==> src/hw/rtl/modular_number_theory_alu_macros.svh <==
// Assertion helpers for the file that checks itself.
`ifndef MODULAR_NUMBER_THEORY_ALU_MACROS_SVH
`define MODULAR_NUMBER_THEORY_ALU_MACROS_SVH

// Same-cycle implication, disabled while reset is asserted
`define MNTA_ASSERT_NOW(label, clk_sig, rst_sig, ante, cons) \
    label: assert property (@(posedge clk_sig) disable iff (!rst_sig) (ante) |-> (cons)) \
        else $error("modular_number_theory_alu: check failed");

// Next-cycle implication, disabled while reset is asserted
`define MNTA_ASSERT_NEXT(label, clk_sig, rst_sig, ante, cons) \
    label: assert property (@(posedge clk_sig) disable iff (!rst_sig) (ante) |=> (cons)) \
        else $error("modular_number_theory_alu: check failed");

`endif

==> src/hw/rtl/mnt_alu_pkg.sv <==
`timescale 1ns / 1ps

package mnt_alu_pkg;

    // Port field widths
    localparam int DATA_BITS     = 32;
    localparam int CMD_BITS      = 2;
    localparam int WORD_BITS_DEF = 32;

    // Command codes
    localparam logic [CMD_BITS-1:0] CMD_MODMUL = 2'd0;
    localparam logic [CMD_BITS-1:0] CMD_MODEXP = 2'd1;
    localparam logic [CMD_BITS-1:0] CMD_LCM    = 2'd2;

    typedef struct packed {
        logic [CMD_BITS-1:0]  command;
        logic [DATA_BITS-1:0] operand_a;
        logic [DATA_BITS-1:0] operand_b;
        logic [DATA_BITS-1:0] modulus;
    } req_item_t;

    typedef struct packed {
        logic [DATA_BITS-1:0] result;
        logic                 overflow;
    } rsp_item_t;

    // Divider status towards the sequencer
    typedef struct packed {
        logic busy;
        logic done;
    } div_status_t;

endpackage

==> src/hw/rtl/mnt_alu_mul.sv <==
`timescale 1ns / 1ps

// Word multiplier with registered double-width product
module mnt_alu_mul #(
    parameter int W = mnt_alu_pkg::WORD_BITS_DEF
) (
    input  logic           clk,
    input  logic [W-1:0]   x,
    input  logic [W-1:0]   y,
    output logic [2*W-1:0] product
);

    logic [2*W-1:0] product_reg;
    logic [2*W-1:0] product_next;

    assign product_next = {{W{1'b0}}, x} * {{W{1'b0}}, y};

    always_ff @(posedge clk)
    begin
        product_reg <= product_next;
    end

    assign product = product_reg;

endmodule

==> src/hw/rtl/mnt_alu_div.sv <==
`timescale 1ns / 1ps

// Restoring divider: double-width dividend by a word, one quotient bit per cycle.
// Divisor must be nonzero at start.
module mnt_alu_div #(
    parameter int W = mnt_alu_pkg::WORD_BITS_DEF
) (
    input  logic                      clk,
    input  logic                      rst_n,
    input  logic                      start,
    input  logic [2*W-1:0]            dividend,
    input  logic [W-1:0]              divisor,
    output logic [2*W-1:0]            quotient,
    output logic [W-1:0]              remainder,
    output mnt_alu_pkg::div_status_t  status
);

    localparam int DW       = 2 * W;
    localparam int CNT_BITS = $clog2(DW + 1);

    logic [CNT_BITS-1:0] cnt_reg, cnt_next;
    logic                done_reg, done_next;
    logic [W-1:0]        rem_reg, rem_next;
    logic [DW-1:0]       dq_reg, dq_next;
    logic [W-1:0]        dvs_reg, dvs_next;

    logic [W:0]          trial;
    logic [W:0]          diff;
    logic                ge;

    // One trial subtraction per cycle
    always_comb
    begin
        trial = {rem_reg, dq_reg[DW-1]};
        diff  = trial - {1'b0, dvs_reg};
        ge    = (trial >= {1'b0, dvs_reg});

        cnt_next  = cnt_reg;
        done_next = 1'b0;
        rem_next  = rem_reg;
        dq_next   = dq_reg;
        dvs_next  = dvs_reg;

        if (start)
        begin
            cnt_next = CNT_BITS'(DW);
            rem_next = '0;
            dq_next  = dividend;
            dvs_next = divisor;
        end
        else if (cnt_reg != '0)
        begin
            cnt_next  = cnt_reg - CNT_BITS'(1);
            rem_next  = ge ? diff[W-1:0] : trial[W-1:0];
            dq_next   = {dq_reg[DW-2:0], ge};
            done_next = (cnt_reg == CNT_BITS'(1));
        end
    end

    always_ff @(posedge clk or negedge rst_n)
    begin
        if (!rst_n)
        begin
            cnt_reg  <= '0;
            done_reg <= 1'b0;
        end
        else
        begin
            cnt_reg  <= cnt_next;
            done_reg <= done_next;
        end
    end

    always_ff @(posedge clk)
    begin
        rem_reg <= rem_next;
        dq_reg  <= dq_next;
        dvs_reg <= dvs_next;
    end

    assign quotient    = dq_reg;
    assign remainder   = rem_reg;
    assign status.busy = (cnt_reg != '0);
    assign status.done = done_reg;

endmodule

==> src/hw/rtl/modular_number_theory_alu.sv <==
`timescale 1ns / 1ps
// Modular number-theory unit: modular multiply, modular exponentiation and lcm.
// Request channel req_valid / req_ready / req carries command and operands; the
// response channel rsp_valid / rsp_ready / rsp returns one result item per request.
// Operands are taken in their low WORD_BITS bits; results are zero-extended.
// One item is in work at a time: req_ready is high only while the sequencer idles.
// All work runs through one registered word multiplier and one bit-serial
// divider; a modular multiply is one product followed by its reduction; an
// exponentiation reduces its base, then does one squaring per exponent bit
// above the lowest and one multiply per set bit; lcm runs one division per
// Euclid step, divides a by the gcd and multiplies that, unreduced, by b.
// Zero modulus, zero exponent, zero lcm operands and the spare code go
// straight to the result.
// With the receiver ready, the next request is taken at the edge after rsp_valid rises.
// A finished result waits in an output register; if rsp_ready is low the
// sequencer still takes the next request, but holds its answer until the register frees.
// Reset clears the sequencer and drops rsp_valid; no state is kept between items.
`include "modular_number_theory_alu_macros.svh"

module modular_number_theory_alu #(
    parameter int WORD_BITS = mnt_alu_pkg::WORD_BITS_DEF
) (
    input  logic                    clk,
    input  logic                    rst_n,
    input  logic                    req_valid,
    output logic                    req_ready,
    input  mnt_alu_pkg::req_item_t  req,
    output logic                    rsp_valid,
    input  logic                    rsp_ready,
    output mnt_alu_pkg::rsp_item_t  rsp
);

    localparam int W  = WORD_BITS;
    localparam int DW = 2 * W;

    // Sequencer states
    localparam logic [2:0] ST_IDLE     = 3'd0;
    localparam logic [2:0] ST_MUL      = 3'd1;
    localparam logic [2:0] ST_PROD     = 3'd2;
    localparam logic [2:0] ST_DIV_GO   = 3'd3;
    localparam logic [2:0] ST_DIV_WAIT = 3'd4;
    localparam logic [2:0] ST_DONE     = 3'd5;

    // What the current multiply / divide is for
    localparam logic [2:0] STEP_MODMUL = 3'd0;
    localparam logic [2:0] STEP_BASE   = 3'd1;
    localparam logic [2:0] STEP_ACC    = 3'd2;
    localparam logic [2:0] STEP_SQR    = 3'd3;
    localparam logic [2:0] STEP_GCD    = 3'd4;
    localparam logic [2:0] STEP_QUOT   = 3'd5;
    localparam logic [2:0] STEP_LCM    = 3'd6;

    logic [2:0]   state_reg, state_next;
    logic [2:0]   step_reg, step_next;
    logic         out_valid_reg, out_valid_next;
    mnt_alu_pkg::rsp_item_t out_item_reg, out_item_next;

    // a: operand a; b: operand b / remaining exponent; m: modulus
    // u, v: accumulator and square for exponentiation, x and y for Euclid
    logic [W-1:0] a_reg, a_next;
    logic [W-1:0] b_reg, b_next;
    logic [W-1:0] m_reg, m_next;
    logic [W-1:0] u_reg, u_next;
    logic [W-1:0] v_reg, v_next;
    logic [W-1:0] res_reg, res_next;
    logic         ovf_reg, ovf_next;

    logic [W-1:0]  mul_x, mul_y;
    logic [DW-1:0] product;

    logic          div_start;
    logic [DW-1:0] div_dividend;
    logic [W-1:0]  div_divisor;
    logic [DW-1:0] div_quot;
    logic [W-1:0]  div_rem;
    mnt_alu_pkg::div_status_t div_stat;

    logic [W-1:0] req_a, req_b, req_m;

    assign req_a = req.operand_a[W-1:0];
    assign req_b = req.operand_b[W-1:0];
    assign req_m = req.modulus[W-1:0];

    // Shared arithmetic units
    mnt_alu_mul #(.W(W)) u_mul (
        .clk     (clk),
        .x       (mul_x),
        .y       (mul_y),
        .product (product)
    );

    mnt_alu_div #(.W(W)) u_div (
        .clk       (clk),
        .rst_n     (rst_n),
        .start     (div_start),
        .dividend  (div_dividend),
        .divisor   (div_divisor),
        .quotient  (div_quot),
        .remainder (div_rem),
        .status    (div_stat)
    );

    // Multiplier operand selection
    always_comb
    begin
        unique case (step_reg)
            STEP_ACC:
            begin
                mul_x = u_reg;
                mul_y = v_reg;
            end
            STEP_SQR:
            begin
                mul_x = v_reg;
                mul_y = v_reg;
            end
            STEP_LCM:
            begin
                mul_x = u_reg;
                mul_y = b_reg;
            end
            default:
            begin
                mul_x = a_reg;
                mul_y = b_reg;
            end
        endcase
    end

    // Divider operand selection
    always_comb
    begin
        unique case (step_reg)
            STEP_BASE:
            begin
                div_dividend = DW'(a_reg);
                div_divisor  = m_reg;
            end
            STEP_GCD:
            begin
                div_dividend = DW'(u_reg);
                div_divisor  = v_reg;
            end
            STEP_QUOT:
            begin
                div_dividend = DW'(a_reg);
                div_divisor  = u_reg;
            end
            default:
            begin
                div_dividend = product;
                div_divisor  = m_reg;
            end
        endcase
    end

    assign div_start = (state_reg == ST_DIV_GO) ||
                       ((state_reg == ST_PROD) && (step_reg != STEP_LCM));

    // Sequencer
    always_comb
    begin
        state_next     = state_reg;
        step_next      = step_reg;
        out_valid_next = out_valid_reg;
        out_item_next  = out_item_reg;
        a_next         = a_reg;
        b_next         = b_reg;
        m_next         = m_reg;
        u_next         = u_reg;
        v_next         = v_reg;
        res_next       = res_reg;
        ovf_next       = ovf_reg;

        if (out_valid_reg && rsp_ready)
        begin
            out_valid_next = 1'b0;
        end

        unique case (state_reg)
            ST_IDLE:
            begin
                if (req_valid)
                begin
                    a_next   = req_a;
                    b_next   = req_b;
                    m_next   = req_m;
                    res_next = '0;
                    ovf_next = 1'b0;
                    unique case (req.command)
                        mnt_alu_pkg::CMD_MODMUL:
                        begin
                            if (req_m == '0)
                            begin
                                state_next = ST_DONE;
                            end
                            else
                            begin
                                step_next  = STEP_MODMUL;
                                state_next = ST_MUL;
                            end
                        end
                        mnt_alu_pkg::CMD_MODEXP:
                        begin
                            if (req_m == '0)
                            begin
                                state_next = ST_DONE;
                            end
                            else if (req_b == '0)
                            begin
                                // exponent zero: plain 1, not reduced
                                res_next   = W'(1);
                                state_next = ST_DONE;
                            end
                            else
                            begin
                                u_next     = W'(1);
                                step_next  = STEP_BASE;
                                state_next = ST_DIV_GO;
                            end
                        end
                        mnt_alu_pkg::CMD_LCM:
                        begin
                            if ((req_a == '0) || (req_b == '0))
                            begin
                                state_next = ST_DONE;
                            end
                            else
                            begin
                                u_next     = req_a;
                                v_next     = req_b;
                                step_next  = STEP_GCD;
                                state_next = ST_DIV_GO;
                            end
                        end
                        default:
                        begin
                            state_next = ST_DONE;
                        end
                    endcase
                end
            end

            ST_MUL:
            begin
                // product registers this cycle
                state_next = ST_PROD;
            end

            ST_PROD:
            begin
                if (step_reg == STEP_LCM)
                begin
                    res_next   = product[W-1:0];
                    ovf_next   = |product[DW-1:W];
                    state_next = ST_DONE;
                end
                else
                begin
                    state_next = ST_DIV_WAIT;
                end
            end

            ST_DIV_GO:
            begin
                state_next = ST_DIV_WAIT;
            end

            ST_DIV_WAIT:
            begin
                if (div_stat.done)
                begin
                    unique case (step_reg)
                        STEP_MODMUL:
                        begin
                            res_next   = div_rem;
                            state_next = ST_DONE;
                        end
                        STEP_BASE:
                        begin
                            v_next     = div_rem;
                            step_next  = b_reg[0] ? STEP_ACC : STEP_SQR;
                            state_next = ST_MUL;
                        end
                        STEP_ACC:
                        begin
                            u_next = div_rem;
                            if (b_reg[W-1:1] == '0)
                            begin
                                // last exponent bit: skip the final squaring
                                res_next   = div_rem;
                                state_next = ST_DONE;
                            end
                            else
                            begin
                                step_next  = STEP_SQR;
                                state_next = ST_MUL;
                            end
                        end
                        STEP_SQR:
                        begin
                            v_next     = div_rem;
                            b_next     = b_reg >> 1;
                            step_next  = b_reg[1] ? STEP_ACC : STEP_SQR;
                            state_next = ST_MUL;
                        end
                        STEP_GCD:
                        begin
                            u_next = v_reg;
                            v_next = div_rem;
                            if (div_rem == '0)
                            begin
                                step_next = STEP_QUOT;
                            end
                            state_next = ST_DIV_GO;
                        end
                        STEP_QUOT:
                        begin
                            u_next     = div_quot[W-1:0];
                            step_next  = STEP_LCM;
                            state_next = ST_MUL;
                        end
                        default:
                        begin
                            state_next = ST_DONE;
                        end
                    endcase
                end
            end

            ST_DONE:
            begin
                if (!out_valid_reg || rsp_ready)
                begin
                    out_valid_next         = 1'b1;
                    out_item_next.result   = mnt_alu_pkg::DATA_BITS'(res_reg);
                    out_item_next.overflow = ovf_reg;
                    state_next             = ST_IDLE;
                end
            end

            default:
            begin
                state_next = ST_IDLE;
            end
        endcase
    end

    // Control state
    always_ff @(posedge clk or negedge rst_n)
    begin
        if (!rst_n)
        begin
            state_reg     <= ST_IDLE;
            step_reg      <= STEP_MODMUL;
            out_valid_reg <= 1'b0;
        end
        else
        begin
            state_reg     <= state_next;
            step_reg      <= step_next;
            out_valid_reg <= out_valid_next;
        end
    end

    // Working values
    always_ff @(posedge clk)
    begin
        out_item_reg <= out_item_next;
        a_reg        <= a_next;
        b_reg        <= b_next;
        m_reg        <= m_next;
        u_reg        <= u_next;
        v_reg        <= v_next;
        res_reg      <= res_next;
        ovf_reg      <= ovf_next;
    end

    assign req_ready = (state_reg == ST_IDLE);
    assign rsp_valid = out_valid_reg;
    assign rsp       = out_item_reg;

    // Checks
    `MNTA_ASSERT_NOW(a_div_start_idle, clk, rst_n, div_start, !div_stat.busy)
    `MNTA_ASSERT_NOW(a_div_nonzero, clk, rst_n, div_start, div_divisor != '0)
    `MNTA_ASSERT_NEXT(a_accept_leaves_idle, clk, rst_n, req_valid && req_ready, state_reg != ST_IDLE)
    `MNTA_ASSERT_NOW(a_rsp_from_done, clk, rst_n, $rose(rsp_valid), $past(state_reg) == ST_DONE)

endmodule
==> config.mk <==
export PLATFORM = sky130hd
export DESIGN_NAME = modular_number_theory_alu
export DESIGN_NICKNAME = d
export VERILOG_FILES = /design/src/hw/rtl/mnt_alu_pkg.sv /design/src/hw/rtl/mnt_alu_mul.sv /design/src/hw/rtl/mnt_alu_div.sv /design/src/hw/rtl/modular_number_theory_alu.sv
export VERILOG_INCLUDE_DIRS = /design/src /design/src/hw/rtl
export SDC_FILE = /design/constraint.sdc
export NUM_CORES = 2
export LEC_CHECK = 0
export BUFFER_PORTS_ARGS = -buffer_cell sky130_fd_sc_hd__buf_2
export CAP_MARGIN = 20
export CORE_UTILIZATION = 57
export CTS_CLUSTER_DIAMETER = 40
export DETAILED_ROUTE_END_ITERATION = 12
export GPL_TIMING_DRIVEN = 0
export PLACE_DENSITY = 0.72
export SYNTH_ARGS = -nofsm -noshare
export SYNTH_HDL_FRONTEND = slang
export SYNTH_SLANG_ARGS = --single-unit
==> constraint.sdc <==
create_clock -name clk -period 18.7 [get_ports clk]
set_input_delay 0.935 -clock clk [delete_from_list [all_inputs] [get_ports clk]]
set_output_delay 0.935 -clock clk [all_outputs]
set_load 0.05 [all_outputs]
**Word level (Yosys, flattened, before mapping)**

Cells that the tools add are included.

- Flip-flop bits (word level): 433
- Bits of input ports: 102
- Logic and storage cells: 160

- $add $sub $neg: 2
- Multiply operators: 1
- Magnitude comparators: 1
- Eq/ne operators: 35
- Mux-type cells: 69
- Reduce and logical (&&, ||, !) cells: 34

Operators by type and width:

| operator | count |
|---|---|
| 32-bit 2-to-1 mux | 19 |
| 32-bit case mux with 2 select lines | 7 |
| 32-bit case mux with 3 select lines | 2 |
| 32-bit zero test | 4 |
| 64-bit 2-to-1 mux | 2 |
| 64-bit case mux with 2 select lines | 1 |
| 32-bit by 32-bit multiplier with 64-bit output | 1 |
| 3-bit 2-to-1 mux | 16 |
| 33-bit by 32-bit greater-or-equal comparator with 1-bit output | 1 |
| 32-bit OR reduction | 1 |
| 32-bit subtractor | 1 |
| 31-bit zero test | 1 |
| 3-bit case mux with 3 select lines | 3 |
| 3-bit inequality test, second input constant | 8 |
| 3-bit case mux with 6 select lines | 1 |
| 3-bit equality test, second input constant | 5 |
| 3-bit case mux with 5 select lines | 1 |
| 7-bit 2-to-1 mux | 2 |
| 1-bit 2-to-1 mux | 13 |
| 3-bit by 2-bit equality test with 1-bit output, second input constant | 4 |
| 6-bit AND reduction | 2 |
| 11-bit AND reduction | 1 |
| 2-bit by 1-bit inequality test with 1-bit output, second input constant | 4 |
| 2-bit inequality test, second input constant | 4 |
| 25 further kinds | 38 |

**Logic depth before layout (Yosys ltp)**

- Word-level depth: 6
- Depth in mapped cells: 34

**By module**

From an unflattened synthesis, not the netlist that was laid out.

- Cell total of the unflattened synthesis: 5733
- Area, all modules: 54458.5 um^2

Modules (own cells, without submodules):

| module | times used | cells each | area each (um^2) | seq. area each (um^2) |
|---|---|---|---|---|
| mnt_alu_mul | 1 | 3817 | 34891.0 | 1281.2 |
| modular_number_theory_alu | 1 | 1239 | 12075.3 | 6961.7 |
| mnt_alu_div | 1 | 677 | 7492.2 | 3723.6 |

**Worst setup path before layout**

OpenSTA, ideal clock, no wires.

- Kind: reg-to-reg
- Start: register step_reg[2]
- End: register u_mul.product_reg[62], in the netlist u_mul.product[62]
- Setup time: 118 ps
- Arrival time: 8782 ps
- Required time: 18582 ps
- Setup slack: 9799 ps
- Stages on the path, launching flop included: 30
- Buffers on the path: 3
- Period minus slack after synthesis: 8901 ps
- Cell sequence: dfrtp_1 > nand2b_1 > clkbuf_1 > buf_1 > mux2i_1 > clkbuf_1 > nor2_1 > fa_1 > fa_1 > fa_1 > inv_1 > fa_1 > inv_1 > fa_1 > inv_1 > fa_1 > inv_1 > fa_1 > fa_1 > ha_1 > and4_1 > and3_1 > nor4b_2 > or3_4 > a41oi_4 > o41ai_4 > a21oi_2 > o31ai_4 > a41oi_2 > xnor2_1

- Cells in the longest elaborated chain, start to end: 4
- Elaborated cells between the ends (all ways): 8
- Those cells by class: 1 x mul; 3 x eq/ne; 2 x mux; 2 x reduce/logical

Ends and longest elaborated chain:

| element | RTL line | text |
|---|---|---|
| start: declaration | modular_number_theory_alu.sv:54 | `logic [2:0] step_reg, step_next;` |
| start signal: assignment | modular_number_theory_alu.sv:361 | `step_reg <= step_next;` |
| 3-bit equality test / 3-bit by 2-bit equality test with 1-bit output (equally long branches) | modular_number_theory_alu.sv:106 | `unique case (step_reg)` |
| 2-bit OR reduction (no source line) | -- |  |
| 32-bit case mux with 2 select lines / 32-bit 2-to-1 mux (equally long branches) | modular_number_theory_alu.sv:106 |  |
| 32-bit by 32-bit multiplier with 64-bit output (*) | mnt_alu_mul.sv:16 | `assign product_next = {{W{1'b0}}, x} * {{W{1'b0}}, y};` |
| net u_mul.product_next[62] | mnt_alu_mul.sv:14 | `logic [2*W-1:0] product_next;` |
| end signal: assignment | mnt_alu_mul.sv:20 | `product_reg <= product_next;` |
| end: declaration | mnt_alu_mul.sv:13 | `logic [2*W-1:0] product_reg;` |

Mark *: on every way through the listed nets, which the timed path passes. The rest lies on a longest branch.
A chain may end at the register's enable or synchronous reset.

**Final worst setup path**

- Start: register step_reg[2]
- End: register u_mul.product_reg[55], in the netlist u_mul.product[55]

The elaborated chain is that of the path after synthesis.

==> impl_table.tex <==
\begin{tabular}{lr}
\hline
Metric & Value \\
\hline
\multicolumn{2}{l}{\textbf{Status}} \\
Status & completed \\
\multicolumn{2}{l}{\textbf{Timing}} \\
Final Hold Viols & 0 \\
Final worst setup slack & 6640 ps \\
Final count of pins violating max slew & 0 \\
Final setup violating endpoints & 0 \\
Worst slew margin relative to its limit & 10.1\% \\
Time the worst path needs with I/O delays and setup & 12060 ps \\
Total Negative Setup Slacks & 0 ps \\
Clock tree skew after final layout & 44.6 ps \\
Period utilisation layout & 64.5\% \\
Worst slew pin tran & 1350 ps \\
Achievable clock frequency & 82.9 MHz \\
RSZ-0062 raised after global routing & false \\
\multicolumn{2}{l}{\textbf{Route}} \\
Routed WL & 218 mm \\
Routed via count & 45600 \\
Average via count per standard cell & 6.30 \\
DR WL/cell & 30.2 um \\
Initial DRC count & 6565 \\
Post-route ant nets & 0 \\
Number of detailed-routing iterations run before antenna repair & 7 \\
Count of unresolved DRC violations after routing & 0 \\
\multicolumn{2}{l}{\textbf{Global routing}} \\
Total grt overflow & 0 \\
Maximum number of pins on one net before global-route repair & 66 \\
Number of antenna violations at the first check in global routing & 9 \\
Via count of the first global-routing pass & 45100 \\
Global-route wire length before repair & 314 mm \\
Global Route Usage Sum & 47.5\% \\
\multicolumn{2}{l}{\textbf{CTS}} \\
Insertion delay of the later-clocked pin in the worst-skew pair & 650 ps \\
Clock-pin slew on the worst setup and hold paths & 70 ps \\
Post-cts sizing count & 0 \\
Number of buffers inserted by hold repair at cts & 0 \\
Clock buffers created by TritonCTS & 55 \\
CTS Root Cell & sky130\_fd\_sc\_hd\_\_clkbuf\_16 \\
Count of H-tree levels built during CTS & 2 \\
CTS Sinks & 433 \\
Buffer levels on the longest clock path & 3 \\
\# Post-CTS Setup Buffers & 0 \\
CTS tree & done \\
\multicolumn{2}{l}{\textbf{Synthesis}} \\
Cell area after synthesis & 52600 um2 \\
Synth area leader & sky130\_fd\_sc\_hd\_\_fa\_1 \\
Top cells by area, synth & sky130\_fd\_sc\_hd\_\_fa\_1 34\%, sky130\_fd\_sc\_hd\_\_edfxtp\_1 18\%, sky130\_fd\_sc\_hd\_\_ha\_1 7.2\%, sky130\_fd\_sc\_hd\_\_inv\_1 6.5\%, sky130\_fd\_sc\_hd\_\_nand2\_1 6.1\% \\
Flip-flop cell with the highest count after synthesis & sky130\_fd\_sc\_hd\_\_edfxtp\_1 \\
Async set or reset register ratio after synthesis & 3.46\% \\
Proportion of netlist area held by the largest area contributor & 34.2\% \\
Total number of yosys warnings & 0 \\
Sequential fraction of the synthesis area & 22.8\% \\
Post-Synthesis Cells & 5752 \\
Post-synthesis sequential element count & 433 \\
Avg Cell Area, Syn & 9.14 um2 \\
Number of enable flip-flop cells after synthesis & 322 \\
Synth Net Count & 7053 \\
Unique cell type count in the Yosys netlist & 77 \\
\multicolumn{2}{l}{\textbf{Layout}} \\
Top library cells by usage in the layout, fill and taps aside & 914 x sky130\_fd\_sc\_hd\_\_inv\_1, 897 x sky130\_fd\_sc\_hd\_\_fa\_1, 858 x sky130\_fd\_sc\_hd\_\_nand2\_1 \\
Final cell count without fillers & 7241 \\
Area Overhead vs Synth & 9.42\% \\
NumNets Final & 7301 \\
Most common library cell in the layout ignoring fill and taps & sky130\_fd\_sc\_hd\_\_inv\_1 \\
Final design instance area without fill & 57500 um2 \\
Layout cell share with drive strength beyond 1 & 6.00\% \\
\multicolumn{2}{l}{\textbf{Placed design}} \\
Placed Cells incl. Taps & 7121 \\
Pre-CTS setup slack & 7120 ps \\
Placed cell area & 55400 um2 \\
Detailed Place HPWL & 180 mm \\
Final weighted congestion of routability-driven global placement & 1.08 \\
IO Port Bufs & 136 \\
\multicolumn{2}{l}{\textbf{Setup path}} \\
Critical Setup Path Class & reg2reg \\
Cell occurring most often along the worst timing path & sky130\_fd\_sc\_hd\_\_fa\_1 \\
Kind of cell with the highest combined delay on the critical path & adder cells \\
Slowest library cell on the worst path & sky130\_fd\_sc\_hd\_\_clkbuf\_1 \\
Crit path launch type & flop \\
Maximum fanout along the worst path & 10 \\
Largest stage delay, worst path & 1050 ps \\
Element type at the critical path end & flop \\
Signal arrival time at the worst endpoint & 12540 ps \\
Buffers \& Inverters on Critical Path & 6 \\
CP Data Required Time & 19190 ps \\
\multicolumn{2}{l}{\textbf{Job}} \\
Maximum capacitance violations & 0 \\
\multicolumn{2}{l}{\textbf{Die}} \\
Width of the chip & 306 um \\
Overall die area & 93500 um2 \\
Area of the placeable core & 91500 um2 \\
Starting Density & 57.4\% \\
Floorplan die height & 306 um \\
I/O pins & 137 \\
\# rows & 111 \\
\multicolumn{2}{l}{\textbf{Worst hold path}} \\
Type of the worst min-delay path & in2async \\
\hline
\end{tabular}
[layer usage]
| metal | global-route usage, % | vias up | routed length (um) |
|---|---|---|---|
| li1 | - | 18700 | - |
| met3 | 15.0 | 800 | 31200 |
| met1 | 63.2 | 22600 | 79500 |
| met4 | 29.4 | 6 | 17500 |
| met5 | 0 | - | 39 |
| met2 | 67.5 | 3467 | 90000 |
[synth_stat cells, types with 8 or more instances]
master / count
sky130_fd_sc_hd__a31oi_1: 15
sky130_fd_sc_hd__ha_1: 302
sky130_fd_sc_hd__xnor2_1: 46
sky130_fd_sc_hd__nor4_1: 57
sky130_fd_sc_hd__nor2_1: 793
sky130_fd_sc_hd__and3_1: 8
sky130_fd_sc_hd__nand3_1: 88
sky130_fd_sc_hd__o21a_1: 44
sky130_fd_sc_hd__nor3_1: 14
sky130_fd_sc_hd__nor2b_1: 50
sky130_fd_sc_hd__clkbuf_1: 268
sky130_fd_sc_hd__edfxtp_1: 322
sky130_fd_sc_hd__nand4_1: 36
sky130_fd_sc_hd__and2_1: 12
sky130_fd_sc_hd__o21bai_1: 15
sky130_fd_sc_hd__mux2i_1: 39
sky130_fd_sc_hd__a21o_1: 53
sky130_fd_sc_hd__a22oi_1: 34
sky130_fd_sc_hd__o21ai_1: 14
sky130_fd_sc_hd__dfrtp_1: 15
sky130_fd_sc_hd__dfxtp_1: 96
sky130_fd_sc_hd__xor2_1: 40
sky130_fd_sc_hd__inv_1: 915
sky130_fd_sc_hd__a21oi_1: 254
sky130_fd_sc_hd__o22ai_1: 33
sky130_fd_sc_hd__mux2_2: 32
sky130_fd_sc_hd__a211oi_1: 24
sky130_fd_sc_hd__nand2_1: 858
sky130_fd_sc_hd__fa_1: 897
sky130_fd_sc_hd__buf_1: 38
sky130_fd_sc_hd__nand2b_1: 26
sky130_fd_sc_hd__o21ai_0: 218
[cells by family (layout without fill, tap and decap cells)]
group                    Yosys count  count (layout)  share of synthesized area [%]
adder cells (fa/ha/maj)         1199            1199                           41.3
multiplexers                      71              71                           1.43
flip-flops                       433             433                           22.8
AND/OR/NAND/NOR                 1968            1968                           15.4
other                              0               8                              0
XOR/XNOR                          86              86                           1.43
buffers and inverters           1224            1519                           8.75
AO/OA/AOI/OAI                    771             771                           8.89
[worst paths after layout]
| check | end | startpoint | cells after the start | slack, ps |
|---|---|---|---|---|
| max | u_mul.product[55]$_DFF_P_ | step_reg[2]$_DFFE_PN0P_ | 28 | 6640 |
| min | u_div.cnt_reg[4]$_DFFE_PN0P_ | rst_n | 1 | 240 |
| max reg2reg | u_mul.product[55]$_DFF_P_ | step_reg[2]$_DFFE_PN0P_ | 28 | 6640 |
| min reg2reg | rsp[16]$_DFFE_PP_ | res_reg[15]$_DFFE_PP_ | 0 | 420 |
| max in group asynchronous | step_reg[0]$_DFFE_PN0P_ | rst_n | 1 | 18130 |
| min in group clk | rsp[16]$_DFFE_PP_ | res_reg[15]$_DFFE_PP_ | 0 | 420 |
[area by class of cell]
cell class                      instances  area, um2
Buffer                                309       1160
Tap cell                             1186       1480
Fill cell                            8021      34000
Clock buffer                           65       1520
Antenna cell                            8       20.0
Timing Repair Buffer                  191       1400
Sequential cell                       433      12000
Multi-Input combinational cell       4095      36100
Clock inverter                         39        458
Inverter                              915       3440
[metrics by stage]
stage	hold WS, ps	util, %
after floorplan	400	-
after global placement	402	59.8
after detailed placement	405	60.6
after CTS	242	62.7
after global routing	262	62.8
final	241	62.9
Power is not shown: default switching activity piles up to over one toggle a cycle in this logic, so the estimate is an artifact.
